**config.mk**
```make
export PLATFORM = sky130hd
export DESIGN_NAME = reader_writer_lock_arbiter_core
export DESIGN_NICKNAME = d
export VERILOG_FILES = /design/src/hdl/rwl_pkg.sv /design/src/hdl/rwl_ram.sv /design/src/hdl/rwl_wait_queue.sv /design/src/hdl/reader_writer_lock_arbiter_core.sv
export VERILOG_INCLUDE_DIRS = /design/src /design/src/hdl
export SDC_FILE = /design/constraint.sdc
export NUM_CORES = 1
export LEC_CHECK = 0
export BUFFER_PORTS_ARGS = -buffer_cell sky130_fd_sc_hd__buf_4
export CORE_AREA = 2 2 166 168
export DETAILED_ROUTE_END_ITERATION = 10
export DIE_AREA = 0 0 168 170
export PLACE_DENSITY = 0.75
export RECOVER_POWER = 50
export SETUP_SLACK_MARGIN = 0.05
export SLEW_MARGIN = 20
export SYNTH_ARGS = -nofsm -noshare
export SYNTH_HDL_FRONTEND = slang
export SYNTH_SLANG_ARGS = --single-unit
```
**constraint.sdc**
```tcl
create_clock -name clock -period 3.5 [get_ports clock]
set_clock_uncertainty 0.15 [all_clocks]
set_input_delay 0 -clock clock [delete_from_list [all_inputs] [get_ports clock]]
set_output_delay 0 -clock clock [all_outputs]
set_load 0.005 [all_outputs]
```
**src/hdl/assert_macros.svh**
```systemverilog
// Assertion macros used by the lock arbiter wait queue.
// Depends on nothing; included by the wait queue, which checks its own logic.
`ifndef ASSERT_MACROS_SVH
`define ASSERT_MACROS_SVH

// Flag a condition that must never hold outside reset.
`define ASSERT_NEVER(label, clk, rst, cond, msg) \
   label: assert property (@(posedge clk) disable iff (rst) !(cond)) \
      else $error(msg);

// Flag a consequence that fails in the cycle after its trigger.
`define ASSERT_NEXT(label, clk, rst, ante, cons, msg) \
   label: assert property (@(posedge clk) disable iff (rst) (ante) |=> (cons)) \
      else $error(msg);

`endif

```
**src/hdl/rwl_pkg.sv**
```systemverilog
// Shared types and constants of the reader/writer lock arbiter.
// Depends on nothing; imported by the wait queue and the top level.
package rwl_pkg;

   localparam int DEF_QUEUE_DEPTH = 16;
   localparam int DEF_ID_BITS     = 8;
   localparam int DEF_MAX_READERS = 255;
   localparam int HOLDING_BITS    = 8;

   typedef enum logic [2:0] {
      CMD_RD_ACQ = 3'd0,
      CMD_RD_TRY = 3'd1,
      CMD_RD_REL = 3'd2,
      CMD_WR_ACQ = 3'd3,
      CMD_WR_TRY = 3'd4,
      CMD_WR_REL = 3'd5
   } rwl_cmd_type;

   typedef enum logic [2:0] {
      EV_GRANTED  = 3'd0,
      EV_QUEUED   = 3'd1,
      EV_TRYFAIL  = 3'd2,
      EV_RELEASED = 3'd3,
      EV_RDWOKEN  = 3'd4,
      EV_WRWOKEN  = 3'd5,
      EV_MISUSE   = 3'd6,
      EV_FULL     = 3'd7
   } rwl_event_type;

   typedef struct packed {
      logic push;
      logic pop;
   } rwl_q_ctl_type;

   typedef struct packed {
      logic empty;
      logic full;
      logic one_left;
   } rwl_q_stat_type;

endpackage

```
**src/hdl/rwl_ram.sv**
```systemverilog
// Generic single write port RAM with one registered read port.
// Depends on nothing.
module rwl_ram #(
   parameter int WIDTH = 8,
   parameter int DEPTH = 16,
   localparam int AW = (DEPTH > 1) ? $clog2(DEPTH) : 1
) (
   input  logic             clock,
   input  logic             wr_en,
   input  logic [AW-1:0]    wr_addr,
   input  logic [WIDTH-1:0] wr_data,
   input  logic [AW-1:0]    rd_addr,
   output logic [WIDTH-1:0] rd_data
);

   logic [WIDTH-1:0] mem_ff [DEPTH];

   always_ff @(posedge clock) begin
      if (wr_en) begin
         mem_ff[wr_addr] <= wr_data;
      end
      rd_data <= mem_ff[rd_addr];
   end

endmodule

```
**src/hdl/rwl_wait_queue.sv**
```systemverilog
// FIFO wait queue of requester ids held in one RAM, with head, tail and count.
// Depends on rwl_pkg, rwl_ram and assert_macros.svh.
`include "assert_macros.svh"
module rwl_wait_queue import rwl_pkg::*; #(
   parameter int DEPTH = DEF_QUEUE_DEPTH,
   parameter int WIDTH = DEF_ID_BITS
) (
   input  logic           clock,
   input  logic           reset,
   input  rwl_q_ctl_type  ctl,
   input  logic [WIDTH-1:0] push_id,
   output rwl_q_stat_type status,
   output logic [WIDTH-1:0] head_id
);

   localparam int PW = (DEPTH > 1) ? $clog2(DEPTH) : 1;
   localparam int CW = $clog2(DEPTH + 1);

   logic [PW-1:0] head_ff, head_in, tail_ff, tail_in;
   logic [CW-1:0] count_ff, count_in;

   function automatic logic [PW-1:0] wrap_inc(input logic [PW-1:0] ptr);
      return (ptr == PW'(DEPTH - 1)) ? '0 : ptr + 1'b1;
   endfunction

   always_comb begin
      head_in  = ctl.pop  ? wrap_inc(head_ff) : head_ff;
      tail_in  = ctl.push ? wrap_inc(tail_ff) : tail_ff;
      count_in = count_ff;
      if (ctl.push && !ctl.pop) begin
         count_in = count_ff + 1'b1;
      end else if (ctl.pop && !ctl.push) begin
         count_in = count_ff - 1'b1;
      end
   end

   always_ff @(posedge clock) begin
      if (reset) begin
         head_ff  <= '0;
         tail_ff  <= '0;
         count_ff <= '0;
      end else begin
         head_ff  <= head_in;
         tail_ff  <= tail_in;
         count_ff <= count_in;
      end
   end

   assign status.empty    = (count_ff == '0);
   assign status.full     = (count_ff == CW'(DEPTH));
   assign status.one_left = (count_ff == CW'(1));

   rwl_ram #(.WIDTH(WIDTH), .DEPTH(DEPTH)) u_ram (
      .clock   (clock),
      .wr_en   (ctl.push),
      .wr_addr (tail_ff),
      .wr_data (push_id),
      .rd_addr (head_in),
      .rd_data (head_id)
   );

   `ASSERT_NEVER(a_pop_empty, clock, reset, ctl.pop && count_ff == '0, "pop on empty queue")
   `ASSERT_NEVER(a_push_full, clock, reset, ctl.push && count_ff == CW'(DEPTH), "push on full queue")
   `ASSERT_NEXT(a_count_up, clock, reset, ctl.push && !ctl.pop, count_ff == $past(count_ff) + 1'b1, "count lost a push")

endmodule

```
**src/hdl/reader_writer_lock_arbiter_core.sv**
```systemverilog
// Reader/writer lock arbiter with weak or strong writer preference.
// Each accepted item is registered, then run in S_EXEC, which loads the result
// registers once the output is free; requests stall until it is done. A write
// release that wakes readers answers each from S_WAKE, via the one RAM read port.
// Reset: mode idle, count zero, queues empty by their pointers and counts; no clearing pass.
// Depends on rwl_pkg and rwl_wait_queue.
module reader_writer_lock_arbiter_core import rwl_pkg::*; #(
   parameter int QUEUE_DEPTH = DEF_QUEUE_DEPTH,
   parameter int ID_BITS     = DEF_ID_BITS,
   parameter int MAX_READERS = DEF_MAX_READERS
) (
   input  logic               clock,
   input  logic               reset,
   input  logic               req_valid,
   output logic               req_stall,
   input  logic [2:0]         req_command,
   input  logic [ID_BITS-1:0] req_requester_id,
   output logic               rsp_valid,
   input  logic               rsp_stall,
   output logic [2:0]         rsp_event_res,
   output logic [ID_BITS-1:0] rsp_agent_id,
   output logic [HOLDING_BITS-1:0] rsp_readers_holding,
   output logic               rsp_last,
   input  logic               csr_valid,
   output logic               csr_ready,
   input  logic               csr_writer_preference_strong
);

   localparam int CNT_W = $clog2(MAX_READERS + 1);

   typedef enum logic [1:0] {S_IDLE, S_EXEC, S_WAKE} state_type;
   typedef enum logic [1:0] {M_IDLE, M_READERS, M_WRITER} mode_type;

   state_type state_ff, state_in;
   mode_type  mode_ff, mode_in;
   logic [CNT_W-1:0]   rc_ff, rc_in;
   logic               strong_ff, strong_in;
   logic [2:0]         cmd_ff, cmd_in;
   logic [ID_BITS-1:0] id_ff, id_in;
   logic               rsp_valid_ff, rsp_valid_in;
   rwl_event_type      rsp_event_ff, rsp_event_in;
   logic [ID_BITS-1:0] rsp_id_ff, rsp_id_in;
   logic [HOLDING_BITS-1:0] rsp_holding_ff, rsp_holding_in;
   logic               rsp_last_ff, rsp_last_in;

   rwl_q_ctl_type  wq_ctl, rq_ctl;
   rwl_q_stat_type wq_stat, rq_stat;
   logic [ID_BITS-1:0] wq_head, rq_head;

   logic accept, out_free, admissible;
   logic [CNT_W+HOLDING_BITS-1:0] rc_ext;

   assign accept     = req_valid && !req_stall;
   assign out_free   = !rsp_valid_ff || !rsp_stall;
   assign admissible = (mode_ff != M_WRITER) && (rc_ff < CNT_W'(MAX_READERS))
                       && !(strong_ff && !wq_stat.empty);

   always_comb begin
      state_in       = state_ff;
      mode_in        = mode_ff;
      rc_in          = rc_ff;
      strong_in      = strong_ff;
      cmd_in         = cmd_ff;
      id_in          = id_ff;
      rsp_valid_in   = rsp_valid_ff && rsp_stall;
      rsp_event_in   = rsp_event_ff;
      rsp_id_in      = rsp_id_ff;
      rsp_holding_in = rsp_holding_ff;
      rsp_last_in    = rsp_last_ff;
      wq_ctl         = '0;
      rq_ctl         = '0;

      if (csr_valid && csr_ready) begin
         strong_in = csr_writer_preference_strong;
      end

      case (state_ff)
         S_IDLE: begin
            if (accept) begin
               cmd_in   = req_command;
               id_in    = req_requester_id;
               state_in = S_EXEC;
            end
         end
         S_EXEC: begin
            if (out_free) begin
               rsp_valid_in = 1'b1;
               rsp_id_in    = id_ff;
               rsp_last_in  = 1'b1;
               state_in     = S_IDLE;
               case (cmd_ff)
                  CMD_RD_ACQ, CMD_RD_TRY: begin
                     if (admissible) begin
                        rc_in        = rc_ff + 1'b1;
                        mode_in      = M_READERS;
                        rsp_event_in = EV_GRANTED;
                     end else if (cmd_ff == CMD_RD_TRY) begin
                        rsp_event_in = EV_TRYFAIL;
                     end else if (!rq_stat.full) begin
                        rq_ctl.push  = 1'b1;
                        rsp_event_in = EV_QUEUED;
                     end else begin
                        rsp_event_in = EV_FULL;
                     end
                  end
                  CMD_RD_REL: begin
                     if (mode_ff == M_WRITER || rc_ff == '0) begin
                        rsp_event_in = EV_MISUSE;
                     end else begin
                        rc_in        = rc_ff - 1'b1;
                        rsp_event_in = EV_RELEASED;
                        if (rc_ff == CNT_W'(1)) begin
                           mode_in = M_IDLE;
                           if (!wq_stat.empty) begin
                              mode_in      = M_WRITER;
                              wq_ctl.pop   = 1'b1;
                              rsp_event_in = EV_WRWOKEN;
                              rsp_id_in    = wq_head;
                           end
                        end
                     end
                  end
                  CMD_WR_ACQ, CMD_WR_TRY: begin
                     if (mode_ff == M_IDLE && rc_ff == '0) begin
                        mode_in      = M_WRITER;
                        rsp_event_in = EV_GRANTED;
                     end else if (cmd_ff == CMD_WR_TRY) begin
                        rsp_event_in = EV_TRYFAIL;
                     end else if (!wq_stat.full) begin
                        wq_ctl.push  = 1'b1;
                        rsp_event_in = EV_QUEUED;
                     end else begin
                        rsp_event_in = EV_FULL;
                     end
                  end
                  CMD_WR_REL: begin
                     if (mode_ff != M_WRITER) begin
                        rsp_event_in = EV_MISUSE;
                     end else if (!wq_stat.empty) begin
                        wq_ctl.pop   = 1'b1;
                        rsp_event_in = EV_WRWOKEN;
                        rsp_id_in    = wq_head;
                     end else begin
                        mode_in = M_IDLE;
                        if (!rq_stat.empty && rc_ff < CNT_W'(MAX_READERS)) begin
                           rsp_valid_in = rsp_valid_ff && rsp_stall;
                           rsp_id_in    = rsp_id_ff;
                           rsp_last_in  = rsp_last_ff;
                           state_in     = S_WAKE;
                        end else begin
                           rsp_event_in = EV_RELEASED;
                        end
                     end
                  end
                  default: begin
                     rsp_event_in = EV_MISUSE;
                  end
               endcase
            end
         end
         S_WAKE: begin
            if (out_free) begin
               rq_ctl.pop   = 1'b1;
               rc_in        = rc_ff + 1'b1;
               mode_in      = M_READERS;
               rsp_valid_in = 1'b1;
               rsp_event_in = EV_RDWOKEN;
               rsp_id_in    = rq_head;
               rsp_last_in  = rq_stat.one_left || !(rc_ff < CNT_W'(MAX_READERS - 1));
               if (rsp_last_in) begin
                  state_in = S_IDLE;
               end
            end
         end
         default: begin
            state_in = S_IDLE;
         end
      endcase

      rc_ext = {{HOLDING_BITS{1'b0}}, rc_in};
      if (rsp_valid_in && out_free) begin
         rsp_holding_in = rc_ext[HOLDING_BITS-1:0];
      end
   end

   always_ff @(posedge clock) begin
      if (reset) begin
         state_ff     <= S_IDLE;
         mode_ff      <= M_IDLE;
         rc_ff        <= '0;
         strong_ff    <= 1'b0;
         rsp_valid_ff <= 1'b0;
      end else begin
         state_ff     <= state_in;
         mode_ff      <= mode_in;
         rc_ff        <= rc_in;
         strong_ff    <= strong_in;
         rsp_valid_ff <= rsp_valid_in;
      end
      cmd_ff         <= cmd_in;
      id_ff          <= id_in;
      rsp_event_ff   <= rsp_event_in;
      rsp_id_ff      <= rsp_id_in;
      rsp_holding_ff <= rsp_holding_in;
      rsp_last_ff    <= rsp_last_in;
   end

   rwl_wait_queue #(.DEPTH(QUEUE_DEPTH), .WIDTH(ID_BITS)) u_writer_queue (
      .clock   (clock),
      .reset   (reset),
      .ctl     (wq_ctl),
      .push_id (id_ff),
      .status  (wq_stat),
      .head_id (wq_head)
   );

   rwl_wait_queue #(.DEPTH(QUEUE_DEPTH), .WIDTH(ID_BITS)) u_reader_queue (
      .clock   (clock),
      .reset   (reset),
      .ctl     (rq_ctl),
      .push_id (id_ff),
      .status  (rq_stat),
      .head_id (rq_head)
   );

   assign req_stall           = (state_ff != S_IDLE);
   assign csr_ready           = (state_ff == S_IDLE);
   assign rsp_valid           = rsp_valid_ff;
   assign rsp_event_res       = rsp_event_ff;
   assign rsp_agent_id        = rsp_id_ff;
   assign rsp_readers_holding = rsp_holding_ff;
   assign rsp_last            = rsp_last_ff;

endmodule
```
## Yosys cells after proc, flatten, opt, wreduce, memory -nomap -nowiden

Memories as Yosys holds them, arrays and structs flattened. A register that Yosys moved wholly into a read port is not among the register bits.
Index checks and enable logic that the tools add are counted.

| storage, ports and cells | value |
|---|---|
| register bits | 71 |
| RAM bits | 256 |
| bits of input ports | 17 |
| output and inout bits | 23 |
| logic and storage cells | 202 |
| memories kept | 2 |

| cells by class | value |
|---|---|
| add/sub/neg operators | 10 |
| order comparisons | 2 |
| eq/ne operators | 29 |
| muxes and demuxes | 99 |
| reduce and logical (&&, ||, !) cells | 43 |

Memories:

| name | words | width | rd ports | clocked after memory_dff | wr ports | line | RTL |
|---|---|---|---|---|---|---|---|
| u_reader_queue.u_ram.mem_ff | 16 | 8 | 1 | 1 | 1 | rwl_ram.sv:16 | `logic [WIDTH-1:0] mem_ff [DEPTH];` |
| u_writer_queue.u_ram.mem_ff | 16 | 8 | 1 | 1 | 1 | rwl_ram.sv:16 |  |

Operators by type and width:

| cell | count |
|---|---|
| 2-to-1 mux 8 bit | 12 |
| case mux 8 bit (2 select lines) | 4 |
| 2-to-1 mux 3 bit | 14 |
| 2-to-1 mux 2 bit | 19 |
| 2-to-1 mux 1 bit | 32 |
| 2-to-1 mux 4 bit | 6 |
| 2-to-1 mux 5 bit | 4 |
| != test 3 bit (second input constant) | 6 |
| adder 4 x 1 -> 4 bit (second input constant) | 4 |
| == test 4 bit (second input constant) | 4 |
| < comparator 8 bit (second input constant) | 2 |
| logical AND 1 bit | 13 |
| case mux 3 bit (4 select lines) | 1 |
| zero test 1 bit | 11 |
| adder 5 x 1 -> 5 bit (second input constant) | 2 |
| == test 5 bit (second input constant) | 2 |
| zero test 5 bit | 2 |
| AND reduction 10 bit | 1 |
| subtractor 5 x 1 -> 5 bit (second input constant) | 2 |
| adder 8 x 1 -> 8 bit (second input constant) | 1 |
| == test 8 x 1 -> 1 bit (second input constant) | 1 |
| zero test 8 bit | 1 |
| != test 2 bit (second input constant) | 4 |
| case mux 2 bit (4 select lines) | 1 |
| 21 further kinds | 34 |

## Logic depth before layout (Yosys ltp)

| depth | value |
|---|---|
| depth after elaboration | 13 |
| depth in mapped cells | 16 |

## Hierarchy

From an unflattened synthesis, not the netlist that was laid out.

| unflattened totals | value |
|---|---|
| cells, all modules | 950 |
| area, all modules | 14,730.4 µm² |

Modules (own cells, without submodules):

| module | instances | cells each | area an instance (µm²) |
|---|---|---|---|
| rwl_ram | 2 | 229 | 5,147.4 |
| reader_writer_lock_arbiter_core | 1 | 338 | 3,044.2 |
| rwl_wait_queue | 2 | 77 | 695.7 |

## Least setup slack after synthesis

Ideal clock, no wire load.

| timing path | value |
|---|---|
| path type | reg-to-reg |
| from | register cmd_ff[2] |
| to | register u_writer_queue.count_ff[4] |
| arrival time | 3.188 ns |
| required time | 3.279 ns |
| setup slack | 0.092 ns |
| stages on the path, launching flop included | 16 |
| path buffers | 2 |
| period minus slack after synthesis | 3.408 ns |
| cell sequence | edfxtp_1 -> buf_6 -> or3b_1 -> buf_2 -> or3_4 -> o21a_4 -> nor2_8 -> inv_2 -> ha_1 -> inv_1 -> ha_1 -> a21o_1 -> a21oi_1 -> xnor2_1 -> or3_1 -> a21oi_1 |

| between the ends | value |
|---|---|
| word-level cells in the longest chain between the ends | 9 |
| elaborated cells between the ends (all ways) | 17 |

RTL lines:

| item | line | RTL |
|---|---|---|
| start, declared | reader_writer_lock_arbiter_core.sv:38 | `logic [2:0] cmd_ff, cmd_in;` |
| start signal, assigned | reader_writer_lock_arbiter_core.sv:200 | `cmd_ff <= cmd_in;` |
| == test 3 bit | reader_writer_lock_arbiter_core.sv:91, reader_writer_lock_arbiter_core.sv:127 |  |
| 2-to-1 mux 1 bit | reader_writer_lock_arbiter_core.sv:127 | `end else if (cmd_ff == CMD_WR_TRY) begin` |
| 2-to-1 mux 1 bit | reader_writer_lock_arbiter_core.sv:124 | `if (mode_ff == M_IDLE && rc_ff == '0) begin` |
| 2-to-1 mux 1 bit | reader_writer_lock_arbiter_core.sv:91 | `case (cmd_ff)` |
| 2-to-1 mux 2 bit (*) | reader_writer_lock_arbiter_core.sv:86 | `if (out_free) begin` |
| 2-to-1 mux 2 bit (*) | reader_writer_lock_arbiter_core.sv:77 | `case (state_ff)` |
| zero test 1 bit | rwl_wait_queue.sv:32 | `end else if (ctl.pop && !ctl.push) begin` |
| logical AND 1 bit | rwl_wait_queue.sv:32 |  |
| nonzero test 2 bit (no line) | -- |  |
| end signal, assigned | rwl_wait_queue.sv:45 | `count_ff <= count_in;` |
| end, declared | rwl_wait_queue.sv:20 | `logic [CW-1:0] count_ff, count_in;` |

Every way passes the cells marked *; elsewhere a longest branch is shown, timed or not.
A chain may end at the register's enable or synchronous reset.

## Final worst setup path

Ends and elaborated chain as after synthesis.

==> metrics.txt <==
status finished with violations; failing checks capacitance limit, slew limit; worst-margin pin slew 1.95 ns; Initial Utilization 55.7%; VDD IR max 0.379 mV; per-cell routed wire length 21.3 µm; Distinct cells, synth 76; Num CTS Buffers 37; RSZ-0062 raised after global routing no; highest net fanout along the worst path 6; asr flop ratio synth 0%; setup violators final 0; Core Footprint 0.0267 mm²; syn_nets 1070; Synth Cell Area 0.0149 mm²; ys flop type edfxtp_1; Die Wd 168 µm; Syn-to-layout area delta 16.1%; Post-DP HPWL 20400 µm; die height 170 µm; sequential area share after synthesis 65.6%; H-tree level count 2; Post-synth EDFFs 287; remaining antenna violation count 0; layout cells sized above 1 20.4%; setup tns final 0 ns; Global Route Usage Sum 22.7%; Synth Area in Compound Gates 8.02%; Hold Vio Cnt, Final 0; Post-Synth XOR/XNOR Area 0.826%; Skew-Pair Late Insertion Delay 0.52 ns; initial antenna violation count 0; global-route wire length before repair 50000 µm; vias in the first global route 8957; full die area 0.0286 mm²; Ports 40; synthesized area per cell 14.5 µm²; Worst setup SP type register; CTS clock-pin slew for the worst setup and hold paths 0.07 ns; largest net degree at the start of global routing 52; Syn. warnings 0; Nets 1185; Lkg Pwr 5.91 nW; cell area power density 520 mW/mm²; Inserted Diodes 0; Gate Count Post-Synth 1025; placed insts 1424; vias per cell 5.96; Max Freq 303 MHz; DR iter-0 viols 862; most frequent cells in the layout 287 x edfxtp_1, 77 x nand2_1, 74 x nor2_1; final global-route overflow total 0; largest family of logic cells by synthesized area multiplexers; commonest non-fill, non-tap cell in the layout edfxtp_1; DRC errors left 0; CTS root buffer clkbuf_16; clock sinks 343; # port buffers 39; Vias 8999; Setup crit end kind register; FF+latch count, synth 343; Slew HR -29.7%; Placer Congestion 0.935; min Tclk post-route 3.30 ns; Final period util 94.4%; drt total wl 32200 µm; Hold Path Class in -> reg; Bufs on Longest Clock Path 3; TritonRoute pass-1 iters 7; crit path DAT 3.59 ns; filler instances 1838; Max Transition Viols Final 136; TritonCTS clock tree yes; num rows 60; Critical Path RT 3.78 ns; Synth Area in Simple Gates 8.48%; mux contribution to synthesized area 11.9%; Post-Synth Adder-Cell Area 2.41%; Max-cap violations 4; crit path kind reg -> reg; fin cells 1510
[power breakdown]
group	switching (mW)	leakage, nW	total, mW	internal, mW
clock	1.57	0.637	4.01	2.44
combinational	0.269	2.23	0.465	0.196
sequential	0.0289	3.05	4.50	4.47
total	1.87	5.91	8.97	7.10
[through the flow]
step,instance area [µm²],hold slack (ns),power (mW),worst slack (ns),util (%)
after floorplan,14900,-0.0511,4.91,0.0919,-
final,17200,0.0816,8.97,0.197,64.7
after global routing,17200,0.0783,9.23,0.0410,64.7
after detailed placement,15900,0.0295,5.04,0.0470,59.5
after CTS,17300,0.0475,9.05,0.120,65.0
after global placement,15900,0.0286,5.03,0.157,59.5
[critical path, cell delays in order, from the launching register on]
cell,delay (ns)
edfxtp_1,0.38
or3b_1,0.40
or3_4,0.36
o21a_4,0.25
nor2_8,0.15
inv_2,0.07
ha_2,0.22
inv_2,0.10
ha_1,0.26
a21o_1,0.22
a21oi_2,0.15
xnor2_1,0.08
or3_1,0.31
a21oi_1,0.14
[logic make-up after synthesis]
kind of cell               after synthesis
DFF                                    343
buffers and inverters                   78
and+or+nand+nor                        256
AOI/OAI and AO/OA                      174
xor gates and xnor gates                14
muxes                                  132
adders and majority gates               28
[metal layers]
layer / vias up / GRT usage [%] / share of wire [%]
met5: - / 0 / 0
met2: 337 / 40.0 / 50
li1: 4159 / - / -
met4: 0 / 5.90 / 2.3
met1: 4434 / 29.6 / 41
met3: 69 / 3.70 / 6.5
[path summary, 6_finish.rpt]
check                             startpoint                          to  slack, ns  cells past startpoint
min                      req_requester_id[7]                    id_ff[7]       0.08                      2
max reg2reg                        cmd_ff[2]  u_writer_queue.count_ff[4]       0.20                     13
min reg2reg  u_reader_queue.u_ram.rd_data[7]             rsp_agent_id[7]       0.37                      2
max                                cmd_ff[2]  u_writer_queue.count_ff[4]       0.20                     13
[state kept, by name, indices dropped and copies added (netlist names), 3 cells and up]
register                      count
cmd_ff                            3
id_ff                             8
rc_ff                             8
rsp_agent_id                      8
rsp_event_res                     3
rsp_readers_holding               8
u_reader_queue.count_ff           5
u_reader_queue.head_ff            4
u_reader_queue.tail_ff            4
u_reader_queue.u_ram.mem_ff     128
u_reader_queue.u_ram.rd_data      8
u_writer_queue.count_ff           5
u_writer_queue.head_ff            4
u_writer_queue.tail_ff            4
u_writer_queue.u_ram.mem_ff     128
u_writer_queue.u_ram.rd_data      8
[final cells by class]
class | instances | area (µm²) | share of cell area, %
repair buffers | 129 | 980 | 5.68
flip-flops and latches | 343 | 9750 | 56.5
clock buffers | 45 | 1040 | 6.03
well taps | 341 | 427 | 2.47
inverters | 25 | 93.8 | 0.544
clock inverters | 23 | 241 | 1.40
multi-input cells | 604 | 4710 | 27.3
[synthesized netlist by cell type (all sizes together), types with 10 or more instances]
cell type	number	share of area, %
edfxtp	287	58
nand2	77	1.9
nor2	77	2.1
mux2i	67	4.5
dfxtp	56	7.5
a21oi	43	1.5
mux2	33	2.5
o21ai	33	1.1
mux4	32	4.9
clkbuf	30	0.76
ha	27	2.3
inv	25	0.63
nor2b	25	1.1
buf	23	1.4
o211ai	23	1.2
a2bb2oi	17	1.0
nor3	15	0.51
nand3	13	0.44
a211oi	10	0.51
a31oi	10	0.52
nand4	10	0.42
xor2	10	0.59
[repair_timing]
action / CTS / global route
hold buffers: 18 / 0
gates resized for setup: 2 / 6
setup endpoints to repair: 1 / 1
hold endpoints to repair: 51 / 0
setup buffers: 0 / 0
Note: power is estimated with default switching activity, not from simulation.
